`config.mk`:
```
export PLATFORM = sky130hd
export DESIGN_NAME = cpu_io_registers_with_ccp
export DESIGN_NICKNAME = d
export VERILOG_FILES = /design/src/rtl/core/ccpio_pkg.sv /design/src/rtl/core/ccpio_regs.sv /design/src/rtl/core/ccpio_out.sv /design/src/rtl/core/cpu_io_registers_with_ccp.sv
export SDC_FILE = /design/constraint.sdc
export NUM_CORES = 1
export LEC_CHECK = 0
export BUFFER_PORTS_ARGS = -buffer_cell sky130_fd_sc_hd__clkbuf_2
export CORE_MARGIN = 10
export CORE_UTILIZATION = 53
export DETAILED_ROUTE_END_ITERATION = 16
export MAX_ROUTING_LAYER = met4
export PLACE_DENSITY = 0.81
export SYNTH_ARGS = -nofsm -noshare
export SYNTH_HDL_FRONTEND = slang
export SYNTH_SLANG_ARGS = --single-unit
```
`constraint.sdc`:
```
create_clock -name clk -period 1.95 [get_ports clk]
set_clock_uncertainty 0.2 [all_clocks]
set_input_delay 0.39 -clock clk [delete_from_list [all_inputs] [get_ports clk]]
set_output_delay 0.39 -clock clk [all_outputs]
set_load 0.05 [all_outputs]
```
`src/rtl/core/ccpio_pkg.sv`:
```
// ----------------------------------------------------------------------------
// ccpio_pkg - shared types and constants
// op codes, register offsets, status codes, protection keys and config values
// ----------------------------------------------------------------------------
`default_nettype none

package ccpio_pkg;

  // op codes
  localparam logic [1:0] OP_READ  = 2'd0;
  localparam logic [1:0] OP_WRITE = 2'd1;
  localparam logic [1:0] OP_TICK  = 2'd2;

  // register offsets in the window
  localparam logic [3:0] ADDR_CCP    = 4'h4;
  localparam logic [3:0] ADDR_RAMPD  = 4'h8;
  localparam logic [3:0] ADDR_RAMPX  = 4'h9;
  localparam logic [3:0] ADDR_RAMPY  = 4'hA;
  localparam logic [3:0] ADDR_RAMPZ  = 4'hB;
  localparam logic [3:0] ADDR_EIND   = 4'hC;
  localparam logic [3:0] ADDR_SPL    = 4'hD;
  localparam logic [3:0] ADDR_SPH    = 4'hE;
  localparam logic [3:0] ADDR_SREG   = 4'hF;

  // status codes
  localparam logic [1:0] ST_OK       = 2'd0;
  localparam logic [1:0] ST_RD_RSVD  = 2'd1;
  localparam logic [1:0] ST_WR_RSVD  = 2'd2;

  // protection keys and window length
  localparam logic [7:0] KEY_IOREG     = 8'hD8;
  localparam logic [7:0] KEY_SPM       = 8'h9D;
  localparam logic [2:0] PROTECT_TICKS = 3'd4;

  // configuration register indexes
  localparam logic [1:0] CFG_EXT_MASK  = 2'd0;
  localparam logic [1:0] CFG_JUMP_MASK = 2'd1;
  localparam logic [1:0] CFG_SP_RESET  = 2'd2;

  localparam logic [7:0]  EXT_MASK_RST = 8'hFF;
  localparam logic [7:0]  JMP_MASK_RST = 8'hFF;
  localparam logic [15:0] SP_RESET_RST = 16'h1FFF;

  typedef struct packed {
    logic [1:0] op;
    logic [3:0] addr;
    logic [7:0] wdata;
  } req_t;

  typedef struct packed {
    logic [7:0] rdata;
    logic [1:0] status;
  } result_t;

endpackage

`default_nettype wire

```
`src/rtl/core/ccpio_regs.sv`:
```
// ----------------------------------------------------------------------------
// ccpio_regs - register window state
// decodes one request beat, updates state and forms its result
// ----------------------------------------------------------------------------
`default_nettype none

module ccpio_regs (
  input  wire logic              clk,
  input  wire logic              rst,
  input  wire logic              cfg_we,
  input  wire logic [1:0]        cfg_index,
  input  wire logic [15:0]       cfg_data,
  input  wire logic              req_fire,
  input  wire ccpio_pkg::req_t   req,
  output ccpio_pkg::result_t     res
);
  import ccpio_pkg::*;

  logic [7:0]  ext_addr_mask;
  logic [7:0]  jump_ext_mask;
  logic [7:0]  key_latch;
  logic [2:0]  ioreg_protect_count;
  logic [2:0]  spm_protect_count;
  logic [7:0]  ext_addr_regs [4];
  logic [7:0]  jump_ext;
  logic [15:0] stack_pointer;
  logic [7:0]  status_flags;

  logic        is_ext;
  logic        is_valid_addr;

  assign is_ext = (req.addr[3:2] == ADDR_RAMPD[3:2]);
  assign is_valid_addr = (req.addr == ADDR_CCP) || req.addr[3];

  // read data and status
  always_comb begin
    res.rdata  = 8'd0;
    res.status = ST_OK;
    if (req.op == OP_READ) begin
      if (!is_valid_addr) begin
        res.status = ST_RD_RSVD;
      end else if (req.addr == ADDR_CCP) begin
        res.rdata = {6'd0, (spm_protect_count != 3'd0), (ioreg_protect_count != 3'd0)};
      end else if (is_ext) begin
        res.rdata = ext_addr_regs[req.addr[1:0]];
      end else if (req.addr == ADDR_EIND) begin
        res.rdata = jump_ext;
      end else if (req.addr == ADDR_SPL) begin
        res.rdata = stack_pointer[7:0];
      end else if (req.addr == ADDR_SPH) begin
        res.rdata = stack_pointer[15:8];
      end else begin
        res.rdata = status_flags;
      end
    end else if (req.op == OP_WRITE && !is_valid_addr) begin
      res.status = ST_WR_RSVD;
    end
  end

  always_ff @(posedge clk) begin
    if (rst) begin
      ext_addr_mask       <= EXT_MASK_RST;
      jump_ext_mask       <= JMP_MASK_RST;
      key_latch           <= 8'd0;
      ioreg_protect_count <= 3'd0;
      spm_protect_count   <= 3'd0;
      for (int i = 0; i < 4; i++) ext_addr_regs[i] <= 8'd0;
      jump_ext            <= 8'd0;
      stack_pointer       <= SP_RESET_RST;
      status_flags        <= 8'd0;
    end else begin
      if (cfg_we) begin
        unique case (cfg_index)
          CFG_EXT_MASK:  ext_addr_mask <= cfg_data[7:0];
          CFG_JUMP_MASK: jump_ext_mask <= cfg_data[7:0];
          CFG_SP_RESET: begin
            // the strap value loads the stack pointer at once
            stack_pointer <= cfg_data;
          end
          default: ;
        endcase
      end
      if (req_fire) begin
        if (req.op == OP_WRITE) begin
          if (req.addr == ADDR_CCP) begin
            key_latch <= req.wdata;
          end else if (is_ext) begin
            ext_addr_regs[req.addr[1:0]] <= req.wdata & ext_addr_mask;
          end else if (req.addr == ADDR_EIND) begin
            jump_ext <= req.wdata & jump_ext_mask;
          end else if (req.addr == ADDR_SPL) begin
            stack_pointer[7:0] <= req.wdata;
          end else if (req.addr == ADDR_SPH) begin
            stack_pointer[15:8] <= req.wdata;
          end else if (req.addr == ADDR_SREG) begin
            status_flags <= req.wdata;
          end
        end else if (req.op == OP_TICK) begin
          // a latched key re-arms its window; otherwise a running count steps down
          if (key_latch == KEY_IOREG) begin
            ioreg_protect_count <= PROTECT_TICKS;
            key_latch           <= 8'd0;
          end else if (ioreg_protect_count != 3'd0) begin
            ioreg_protect_count <= ioreg_protect_count - 3'd1;
          end
          if (key_latch == KEY_SPM) begin
            spm_protect_count <= PROTECT_TICKS;
            key_latch         <= 8'd0;
          end else if (spm_protect_count != 3'd0) begin
            spm_protect_count <= spm_protect_count - 3'd1;
          end
        end
      end
    end
  end

endmodule

`default_nettype wire

```
`src/rtl/core/ccpio_out.sv`:
```
// ----------------------------------------------------------------------------
// ccpio_out - result register
// holds one result beat and frees itself as the beat leaves
// ----------------------------------------------------------------------------
`default_nettype none

module ccpio_out (
  input  wire logic               clk,
  input  wire logic               rst,
  input  wire logic               load,
  input  wire ccpio_pkg::result_t res,
  output logic                    can_load,
  output logic                    out_valid,
  input  wire logic               out_ready,
  output logic [7:0]              rdata,
  output logic [1:0]              status
);
  import ccpio_pkg::*;

  result_t held;

  assign can_load = !out_valid || out_ready;
  assign rdata    = held.rdata;
  assign status   = held.status;

  always_ff @(posedge clk) begin
    if (rst) begin
      out_valid <= 1'b0;
    end else if (can_load) begin
      out_valid <= load;
    end
  end

  always_ff @(posedge clk) begin
    if (load) begin
      held <= res;
    end
  end

endmodule

`default_nettype wire

```
`src/rtl/core/cpu_io_registers_with_ccp.sv`:
```
// ----------------------------------------------------------------------------
// cpu_io_registers_with_ccp - cpu i/o register window with change protection
// extended address, jump extension, stack pointer, status and ccp registers
// ----------------------------------------------------------------------------
//
//   channel | direction | signals                       | beat
//   --------+-----------+-------------------------------+-------------------
//   in      | to block  | in_valid in_ready op addr wdata | read, write, tick
//   out     | from block| out_valid out_ready rdata status| one per in beat
//   cfg     | to block  | cfg_we cfg_index cfg_data       | no handshake
//
// one beat per cycle sustained while out_ready stays high; a result appears the cycle after its beat
// is taken, set by the single result register after the decode logic
// in_ready drops only while a result is held and out_ready is low
// synchronous active-high reset; stack pointer comes up at SP_RESET_RST,
// everything else at zero, masks at all ones
// ----------------------------------------------------------------------------
`default_nettype none

module cpu_io_registers_with_ccp (
  input  wire logic        clk,
  input  wire logic        rst,
  // configuration writes
  input  wire logic        cfg_we,
  input  wire logic [1:0]  cfg_index,
  input  wire logic [15:0] cfg_data,
  // request channel
  input  wire logic        in_valid,
  output logic             in_ready,
  input  wire logic [1:0]  op,
  input  wire logic [3:0]  addr,
  input  wire logic [7:0]  wdata,
  // result channel
  output logic             out_valid,
  input  wire logic        out_ready,
  output logic [7:0]       rdata,
  output logic [1:0]       status
);
  import ccpio_pkg::*;

  req_t    req;
  result_t res;
  logic    fire;

  assign req  = '{op: op, addr: addr, wdata: wdata};
  // a beat is taken when the result register is free or draining
  assign fire = in_valid && in_ready;

  // state update and result decode in the same cycle
  ccpio_regs u_regs (
    .clk       (clk),
    .rst       (rst),
    .cfg_we    (cfg_we),
    .cfg_index (cfg_index),
    .cfg_data  (cfg_data),
    .req_fire  (fire),
    .req       (req),
    .res       (res)
  );

  // result register parts the two sides
  ccpio_out u_out (
    .clk       (clk),
    .rst       (rst),
    .load      (fire),
    .res       (res),
    .can_load  (in_ready),
    .out_valid (out_valid),
    .out_ready (out_ready),
    .rdata     (rdata),
    .status    (status)
  );

endmodule

`default_nettype wire
```
======== After elaboration in Yosys (flattened, before gate mapping) ========
Memory sizes are Yosys's and may differ from the RTL's.
Index checks and enable logic that the tools add are counted.
storage, ports and cells
  bits in registers ....................... 73
  bits in writable memories ............... 32
  input bits .............................. 37
  output and inout port bits .............. 12
  memories ................................ 1
memories
  memory                depth  width  rd ports  clocked after memory_dff  wr ports  line              text
  u_regs.ext_addr_regs  4      8      1         0                         4         ccpio_regs.sv:24  logic [7:0] ext_addr_regs [4];
operators by class
  add/sub/neg operators ................... 2
  equal/unequal tests ..................... 13
  multiplexer cells ....................... 38
  bitwise logic cells ..................... 10
  reduce and logical (&&, ||, !) cells .... 24
operator list
  kind                 number
  $mux 16              7
  $mux 8               13
  $and 8x8->8          2
  $eq 4x4->1 const B   4
  $eq 8x8->1 const B   2
  $mux 3               4
  $reduce_and 4->1     3
  $mux 1               10
  $reduce_bool 3->1    3
  $mux 2               4
  $not 1->1            8
  $reduce_and 8->1     1
  $reduce_or 8->1      1
  $eq 2x2->1 const B   3
  $reduce_and 2->1     3
  $reduce_bool 2->1    3
  $sub 3x1->3 const B  2
  $reduce_and 5->1     1
  $eq 2x1->1 const B   2
  $eq 4x3->1 const B   1
  $logic_not 2->1      2
  $reduce_or 3->1      1
  $logic_and 1x1->1    2
  $logic_not 1->1      2
  other kinds (2)      3

======== Depth between registers and ports, before layout ========
Gate-level depths: netlist of run 1.
  depth in word-level cells ............... 10
  depth in mapped cells ................... 7
  gate-level depth less buffers ........... 5

======== Hierarchy ========
From an unflattened synthesis of run 1, not the netlist that was laid out.
second synthesis, totals
  cell total of the unflattened synthesis .. 494
  area, all modules ....................... 4958.5 µm²
by module, submodules not included
  module                     instances  cells each  area each (µm²)  sequential area each (µm²)
  ccpio_regs                 1          479         4605.7           2202.1
  ccpio_out                  1          14          346.6            320.3
  cpu_io_registers_with_ccp  1          1           6.3              0.0

======== Worst setup path after synthesis of run 1 ========
OpenSTA, ideal clock, no wires.
  path kind ............................... reg2reg
  start ................................... reg u_out.out_valid
  end ..................................... reg u_regs.key_latch[1]
  arrival time ............................ 1782 ps
  data required time ...................... 1633 ps
  path slack .............................. -148 ps
  cell stages (with the launch flop) ...... 7
  path buffers ............................ 2
  clock period less this slack ............ 2098 ps
  cells stage by stage .................... dfxtp_1 -> nand2b_1 -> buf_6 -> and2_1 -> and4b_1 -> buf_2 -> a22o_1
between the ends
  word-level cells in the longest chain between the ends .. 4
ends and longest elaborated chain
  what                        line                             text
  start: declaration          ccpio_out.sv:13                  output logic out_valid,
  start signal: assignment    ccpio_out.sv:30                  out_valid <= load;
  $logic_not 1->1             ccpio_out.sv:22                  assign can_load = !out_valid || out_ready;
  $logic_or 1x1->1            ccpio_out.sv:22
  via in_ready                cpu_io_registers_with_ccp.sv:29  output logic in_ready,
  $logic_and 1x1->1           cpu_io_registers_with_ccp.sv:47  assign fire = in_valid && in_ready;
  via fire                    cpu_io_registers_with_ccp.sv:43  logic fire;
  $reduce_and 4->1 (no line)  n/a
  end signal: assignment      ccpio_regs.sv:86                 key_latch <= req.wdata;
  end: declaration            ccpio_regs.sv:21                 logic [7:0] key_latch;
The timed path passes the listed nets, and every way through them passes these cells.
A chain may end at the register's enable or synchronous reset.

======== Worst setup path in the final report of run 1 ========
  start ................................... reg u_out.out_valid
  end ..................................... out in_ready
between the ends
  word-level cells in the longest chain between the ends .. 2
ends and longest elaborated chain
  what              line
  $logic_not 1->1   ccpio_out.sv:22
  $logic_or 1x1->1  ccpio_out.sv:22
  end: declaration  cpu_io_registers_with_ccp.sv:29
Every way passes these cells.

==> impl_metrics.py, run 1 <==
metrics = {
    "logic_synthesis": {
        "synth_cells": 478,
        "synthArstFlopShare_pct": 0,
        "synth_edf_count": 42,
        "yosys_most_used_dff": "dfxtp_1",
        "synth_area_sq_mm": 0.005069,
        "ys_warn_count": 0,
        "synth_fp_nets": 519,
        "yosysSeqAreaShare_pct": 49.77,
        "avgSynthCellArea_sq_um": 10.60,
        "yosysUniqueCellTypes": 63,
        "yosys_register_bits": 105,
    },
    "power": {
        "power.density_mw_per_mm2": 808.4,
        "leakage_uw": 0.002242,
        "peakVddDrop_uv": 376.4,
    },
    "run_status": {
        "outcome": "complete, no violations",
    },
    "placed_design": {
        "port_buffers": 48,
        "dp_cells": 661,
        "gp_congestion": 0.9078,
        "dp_hpwl_mm": 9.575,
    },
    "sta": {
        "relSlewSlack_pct": 65.08,
        "worst_slew_pin_slew_ns": 0.5239,
        "setup_viol": 0,
        "fmax_mhz": 534.0,
        "whs_ns": 0.04249,
        "drv_slew": 0,
        "finalSetupTns_ns": 0,
        "fin_crit_sh_pct": 96.03,
        "min_period_ns": 1.873,
        "finalHoldViolations": 0,
    },
    "die": {
        "dieHeight_microns": 117.8,
        "dieArea_sq_mm": 0.01387,
        "chipWidth_microns": 117.8,
        "start_util_pct": 54.60,
        "boundaryPins": 49,
        "num_rows": 35,
        "core_sq_mm": 0.009284,
    },
    "clocking": {
        "cts_setup_buffers": 0,
        "cts_buffers": 9,
        "clk_latency_ns": 0.39,
        "clk_pin_slew_ns": 0.12,
        "cts_tree": "yes",
        "cts_sinks": 105,
        "cts-root-buf": "clkbuf_8",
        "htree_levels": 3,
        "cts_max_path_buffers": 2,
    },
    "critical_path": {
        "critPathKind": "reg -> out",
        "end_kind": "output pin",
        "crit_path_start_kind": "flop",
        "crit_slowest_cell": "dfxtp_2",
        "crit_fanout": 5,
        "critical_path_arrival_ns": 1.28,
        "cp_data_required_time_ns": 1.36,
        "slowest_delay_ns": 0.33,
        "cp_cell_sequence": "nand2b_1, buf_4, clkbuf_4",
    },
    "global_routing": {
        "grt_pass1_wl_mm": 21.17,
        "grt_usage_pct": 18.85,
        "grt_overflow": 0,
        "grt_max_degree": 54,
        "antenna_found_initial": 0,
        "grt_pass1_vias": 4120,
    },
    "hold_path": {
        "hp-class": "in -> reg",
    },
    "final_layout": {
        "syn_to_final_growth_pct": 14.32,
        "fillers": 774,
        "regArea_sq_mm": 0.002524,
        "multi_input_area_sq_mm": 0.002291,
        "mostFrequentLayoutCells": "dfxtp_1 (62), nor2_1 (48), clkbuf_2 (47)",
        "nets": 584,
        "antenna_cells": 0,
        "fin_util_pct": 62.41,
        "final_common_cell": "dfxtp_1",
        "layout-drive-gt1-share_pct": 27.37,
        "instances_no_fill": 677,
    },
    "drt": {
        "antenna_left": 0,
        "first_iter_violations": 404,
        "drc_errors": 0,
        "vias": 4103,
        "drtPass1Iterations": 4,
        "vias_per_cell": 6.061,
        "drt-total-wl_mm": 12.85,
        "wl_per_cell_microns": 18.98,
    },
    "flow_run": {
        "drv_cap": 0,
    },
}
[through the flow]
step | power [uW] | area, sq um | setup slack [ns]
2_1_floorplan | 3084 | 5070 | 0.02349
3_3_place_gp | 3319 | 5592 | -0.04823
3_5_place_dp | 3381 | 5592 | -0.1339
4_1_cts | 4673 | 5786 | 0.02191
5_1_grt | 4896 | 5794 | -0.003408
6_report | 4684 | 5794 | 0.07739
[layer usage]
layer | share of wire, % | up-vias | GRT usage, %
met5 | 0 | - | -
met4 | 2.4 | 0 | 6.569
met3 | 8.4 | 30 | 4.460
met2 | 47 | 218 | 28.60
met1 | 42 | 1952 | 24.14
li1 | - | 1903 | -
[cells by family (layout without fill, tap and decap cells)]
| family | count (synthesis) | after routing | synth area share, % |
|---|---|---|---|
| mux | 34 | 34 | 9.257 |
| flops | 105 | 105 | 49.77 |
| buf+inv | 46 | 116 | 5.159 |
| xor+xnor | 1 | 1 | 0.1728 |
| compound gates | 107 | 107 | 14.34 |
| simple gates | 181 | 181 | 20.32 |
| fa+ha+maj | 4 | 4 | 0.9874 |
[synth_stat cells (5+ instances only)]
master | instances | area share, %
nand3b_1 | 13 | 1.9
a211oi_1 | 11 | 1.6
nand2_1 | 36 | 2.7
or3_1 | 5 | 0.62
nor2b_1 | 11 | 1.4
a22o_1 | 8 | 1.4
nor3_1 | 7 | 0.69
inv_1 | 9 | 0.67
dfxtp_1 | 63 | 25
edfxtp_1 | 42 | 25
buf_6 | 7 | 1.6
buf_2 | 8 | 0.79
clkbuf_1 | 14 | 1.0
nand4_1 | 17 | 2.1
mux2i_1 | 12 | 2.4
buf_4 | 7 | 1.0
nor2_2 | 9 | 1.1
mux2_2 | 11 | 2.4
o21ai_1 | 9 | 0.89
a211o_1 | 8 | 1.4
a21oi_1 | 28 | 2.8
o21ai_0 | 11 | 1.1
nand2b_1 | 7 | 0.86
mux4_2 | 9 | 4.0
nor2_1 | 48 | 3.6
[what timing repair did]
action | CTS | global route
endpoints found under the setup margin | 0 | 9
gates resized for setup | 0 | 3
hold buffers | 0 | 0
[critical path, delay by kind of cell, from the launching register on]
family                 cells  cell delay (ns)
buffers and inverters      2             0.39
flip-flops                 1             0.33
AND/OR/NAND/NOR            1             0.18
[layout make-up]
class                      instances  area share, %
sequential                       105          43.55
multi-input combinational        327          39.54
timing repair buffer              91          10.19
tap                              129          2.786
clock buffer                       9          2.138
clock inverter                     7          1.209
inverter                           9         0.5830
[worst paths after layout]
path,slack [ns],start,endpoint,cells past startpoint
min,0.04,cfg_data[0],u_regs.ext_addr_mask[0]$_SDFFE_PP1P_,2
max,0.08,u_out.out_valid$_SDFFE_PP0N_,in_ready,3
min reg2reg,0.28,u_regs.jump_ext_mask[5]$_SDFFE_PP1P_,u_regs.jump_ext_mask[5]$_SDFFE_PP1P_,2
max reg2reg,0.11,u_regs.key_latch[0]$_SDFFE_PP0P_,u_regs.key_latch[3]$_SDFFE_PP0P_,4
[flip-flops by register name, indices dropped and copies added, names as in the netlist]
signal	flops
u_regs.status_flags	8
u_out.rdata	8
u_out.out_valid	1
u_regs.ext_addr_mask	8
u_out.status	2
u_regs.spm_protect_count	3
u_regs.key_latch	8
u_regs.ext_addr_regs	32
u_regs.jump_ext_mask	8
u_regs.ioreg_protect_count	3
u_regs.stack_pointer	16
u_regs.jump_ext	8
[power by group]
group          internal (uW)  switching [uW]  leakage, uW
Combinational            360             518      0.00120
Clock                    507             833    0.0000977
Sequential              2400            69.3     0.000945
(Power assumes the default switching activity.)
==> run 2: changes to the inputs <==
--- a/config.mk
+++ b/config.mk
@@ -10,7 +10,8 @@
 export CORE_UTILIZATION = 53
 export DETAILED_ROUTE_END_ITERATION = 16
 export MAX_ROUTING_LAYER = met4
-export PLACE_DENSITY = 0.81
+export PLACE_DENSITY = 0.82
 export SYNTH_ARGS = -nofsm -noshare
 export SYNTH_HDL_FRONTEND = slang
+export SYNTH_HIERARCHICAL = 1
 export SYNTH_SLANG_ARGS = --single-unit
==> run 2 against run 1 <==
Clock-buffer cell count rose by 1. Cell count rose by 2.7%. Combinational power fell by 37%. Die area fell by 1.8%. Largest power group unchanged. Setup slack got worse by 0.017 ns.
==> impl_metrics.py, run 2 <==
metrics = {
    "run_status": {
        "outcome": "complete, no violations",
    },
    "die": {
        "dieHeight_microns": 116.7,
        "chipWidth_microns": 116.7,
        "core_sq_mm": 0.009196,
        "num_rows": 35,
        "boundaryPins": 49,
        "dieArea_sq_mm": 0.01362,
        "start_util_pct": 53.92,
    },
    "hold_path": {
        "hp-class": "in -> reg",
        "min_path_cells": 3,
        "hp-start": "cfg_data[2]",
    },
    "critical_path": {
        "critical_path_arrival_ns": 1.79,
        "crit_fanout": 8,
        "worst-r2r-setup-slack_ns": 0.06,
        "end_kind": "flop",
        "r2r-end": "u_regs/ext_addr_regs[3][5]$_DFFE_PP_",
        "rr_startpoint": "u_out/out_valid$_SDFFE_PP0P_",
        "cp_cell_sequence": "nand2b_4, and2_4, nand4b_1, buf_4, o21bai_2, buf_6",
        "crit_path_start_kind": "flop",
        "cp_data_required_time_ns": 1.85,
        "crit_path_end": "u_regs/ext_addr_regs[3][5]$_DFFE_PP_",
        "crit_slowest_cell": "dfxtp_4",
        "reg2reg_depth": 6,
        "slowest_delay_ns": 0.36,
        "critical_path.startpoint": "u_out/out_valid$_SDFFE_PP0P_",
        "critPathKind": "reg -> reg",
    },
    "power": {
        "switching_share_pct": 26.50,
        "p_switching_uw": 1150,
        "peakVddDrop_uv": 427.9,
        "power.density_mw_per_mm2": 737.2,
        "seqPwrFrac_pct": 55.0,
        "p_int_uw": 3191,
        "leakage_uw": 0.002436,
        "p_clk_share_pct": 32.2,
        "p_comb_share_pct": 12.8,
        "power_uw": 4341,
    },
    "final_layout": {
        "layout-drive-gt1-share_pct": 25.00,
        "fin_util_pct": 64.03,
        "final_common_cell": "nand2_1",
        "reg.largest.list": "u_regs/ext_addr_regs (32), u_regs/stack_pointer (16)",
        "antenna_cells": 0,
        "final_area_sq_mm": 0.005888,
        "syn_to_final_growth_pct": 18.75,
        "largest_register_ffs": 32,
        "mostFrequentLayoutCells": "nand2_1 (75), nor2_1 (65), dfxtp_1 (62)",
        "top_register": "u_regs/ext_addr_regs",
        "fillers": 756,
        "nets": 623,
    },
    "logic_synthesis": {
        "synth_commonest_cells": "nand2_1 (76), nor2_1 (65), dfxtp_1 (63)",
        "synth_edf_count": 42,
        "synth_fp_nets": 538,
        "ys_warn_count": 6,
        "synth_area_leader_cell": "dfxtp_1",
        "synth_area_sq_mm": 0.004959,
        "synthArstFlopShare_pct": 0,
        "netlist.area_leader.share_pct": 25.44,
        "synth_area_leaders": "dfxtp_1 (25%), edfxtp_1 (25%), nand2_1 (5.8%), nor2_1 (4.9%), mux4_2 (3.6%)",
        "yosys_register_bits": 105,
        "yosysUniqueCellTypes": 60,
        "yosys_most_used_dff": "dfxtp_1",
        "avgSynthCellArea_sq_um": 10.04,
        "synth_most_common_cell": "nand2_1",
        "yosysSeqAreaShare_pct": 50.87,
        "synth_cells": 494,
    },
    "global_routing": {
        "grt_pass1_wl_mm": 20.60,
        "grt_max_degree": 34,
        "grt_pass1_vias": 3955,
        "grt_overflow": 0,
        "antenna_found_initial": 0,
        "grt_usage_pct": 20.10,
    },
    "placed_design": {
        "post_dp_cell_area_sq_mm": 0.005654,
        "preCtsSetupSlack_ns": -0.2176,
        "port_buffers": 48,
        "gp_congestion": 0.8878,
        "dp_hpwl_mm": 9.835,
    },
    "sta": {
        "fmax_mhz": 529.1,
        "relSlewSlack_pct": 59.20,
        "fin_crit_sh_pct": 96.93,
        "finalSetupTns_ns": 0,
        "drv_slew": 0,
        "min_period_ns": 1.890,
        "setup_ws_ns": 0.05990,
        "setup_viol": 0,
        "worst_slew_pin_slew_ns": 0.6083,
        "finalHoldViolations": 0,
    },
    "drt": {
        "drtPass1Iterations": 5,
        "vias_per_cell": 5.908,
        "first_iter_violations": 355,
        "drc_errors": 0,
        "drt-total-wl_mm": 12.95,
        "antenna_left": 0,
        "wl_per_cell_microns": 18.63,
        "vias": 4106,
    },
    "clocking": {
        "cts_max_path_buffers": 2,
        "clk_latency_ns": 0.38,
        "cts_buffers": 9,
        "cts_sinks": 105,
        "cts_tree": "yes",
        "htree_levels": 3,
        "cts-root-buf": "clkbuf_8",
        "clk_pin_slew_ns": 0.11,
    },
    "flow_run": {
        "drv_cap": 0,
    },
}
[run 2: changes by cell type after synthesis, sizes merged, moves of 11 or more]
cell and delta:
nand2 +41, and3 +14, nand4 -14, mux2 -13, o21ai -12, o21bai +12, a211oi -11, buf -11
[run 2: kinds of logic (layout without fill, tap and decap cells)]
group,count (synthesis),count (layout),share of synthesized area [%]
DFF,105,105,50.87
AOI/OAI and AO/OA,85,85,12.95
and+or+nand+nor,238,238,24.63
buffers and inverters,38,128,3.583
adders and majority gates,7,7,1.766
xor gates and xnor gates,2,2,0.3533
muxes,19,19,5.854
[run 2: critical path: cells and delay by family, from the launching register on]
kind	cells	cell delay, ns
and+or+nand+nor	3	0.49
buffers and inverters	2	0.42
DFF	1	0.36
AOI/OAI and AO/OA	1	0.14
[run 2: per-layer routing]
metal | wire length (microns) | vias up | GRT usage (%) | part of all wire, %
li1 | - | 1931 | - | -
met1 | 5586 | 1956 | 24.88 | 43
met2 | 6009 | 181 | 31.61 | 46
met3 | 903 | 38 | 3.544 | 7.0
met4 | 450 | 0 | 8.896 | 3.5
met5 | 0 | - | - | 0
[run 2: final cells by class]
cell class	instances	area, sq um	area share, %
Clock inverter	6	76.32	1.296
Multi-Input combinational cell	351	2290	38.89
Sequential cell	105	2526	42.90
Inverter	13	48.80	0.8287
Clock buffer	10	127.6	2.167
Timing Repair Buffer	99	680.7	11.56
Tap cell	111	138.9	2.359
[run 2: metrics by stage]
| stage | cells | hold slack [ns] |
|---|---|---|
| 3_5_place_dp | 677 | 0.2528 |
| 4_1_cts | 693 | 0.06632 |
| 6_report | 695 | 0.06319 |
| 5_1_grt | 695 | 0.06978 |
| 2_1_floorplan | 494 | 0.2321 |
| 3_3_place_gp | 677 | 0.2448 |
[run 2: power groups by stage]
stage | clock network (uW) | registers (uW) | logic, uW
finish | 1400 | 2390 | 555
floorplan | 0 | 2470 | 277
global route | 1480 | 2400 | 597
detailed placement | 0 | 2440 | 542
CTS | 1400 | 2390 | 545
global placement | 0 | 2430 | 525
[run 2: how the worst min path moves through the flow]
stage	endpoint	slack, ns
after floorplan	u_regs/jump_ext[2]$_SDFFE_PP0P_	0.23
after global placement	u_regs/jump_ext[2]$_SDFFE_PP0P_	0.24
after detailed placement	u_regs/jump_ext[2]$_SDFFE_PP0P_	0.25
after CTS	u_regs/ext_addr_mask[7]$_SDFFE_PP1P_	0.07
after global routing	u_regs/ext_addr_mask[7]$_SDFFE_PP1P_	0.07
final	u_regs/jump_ext_mask[2]$_SDFFE_PP1P_	0.06
[run 2: what timing repair did]
item                                    CTS  global route
hold endpoints to repair                  0             0
setup buffers                             0             2
hold buffers                              0             0
endpoints found under the setup margin    0            23
resized for setup                         0             4
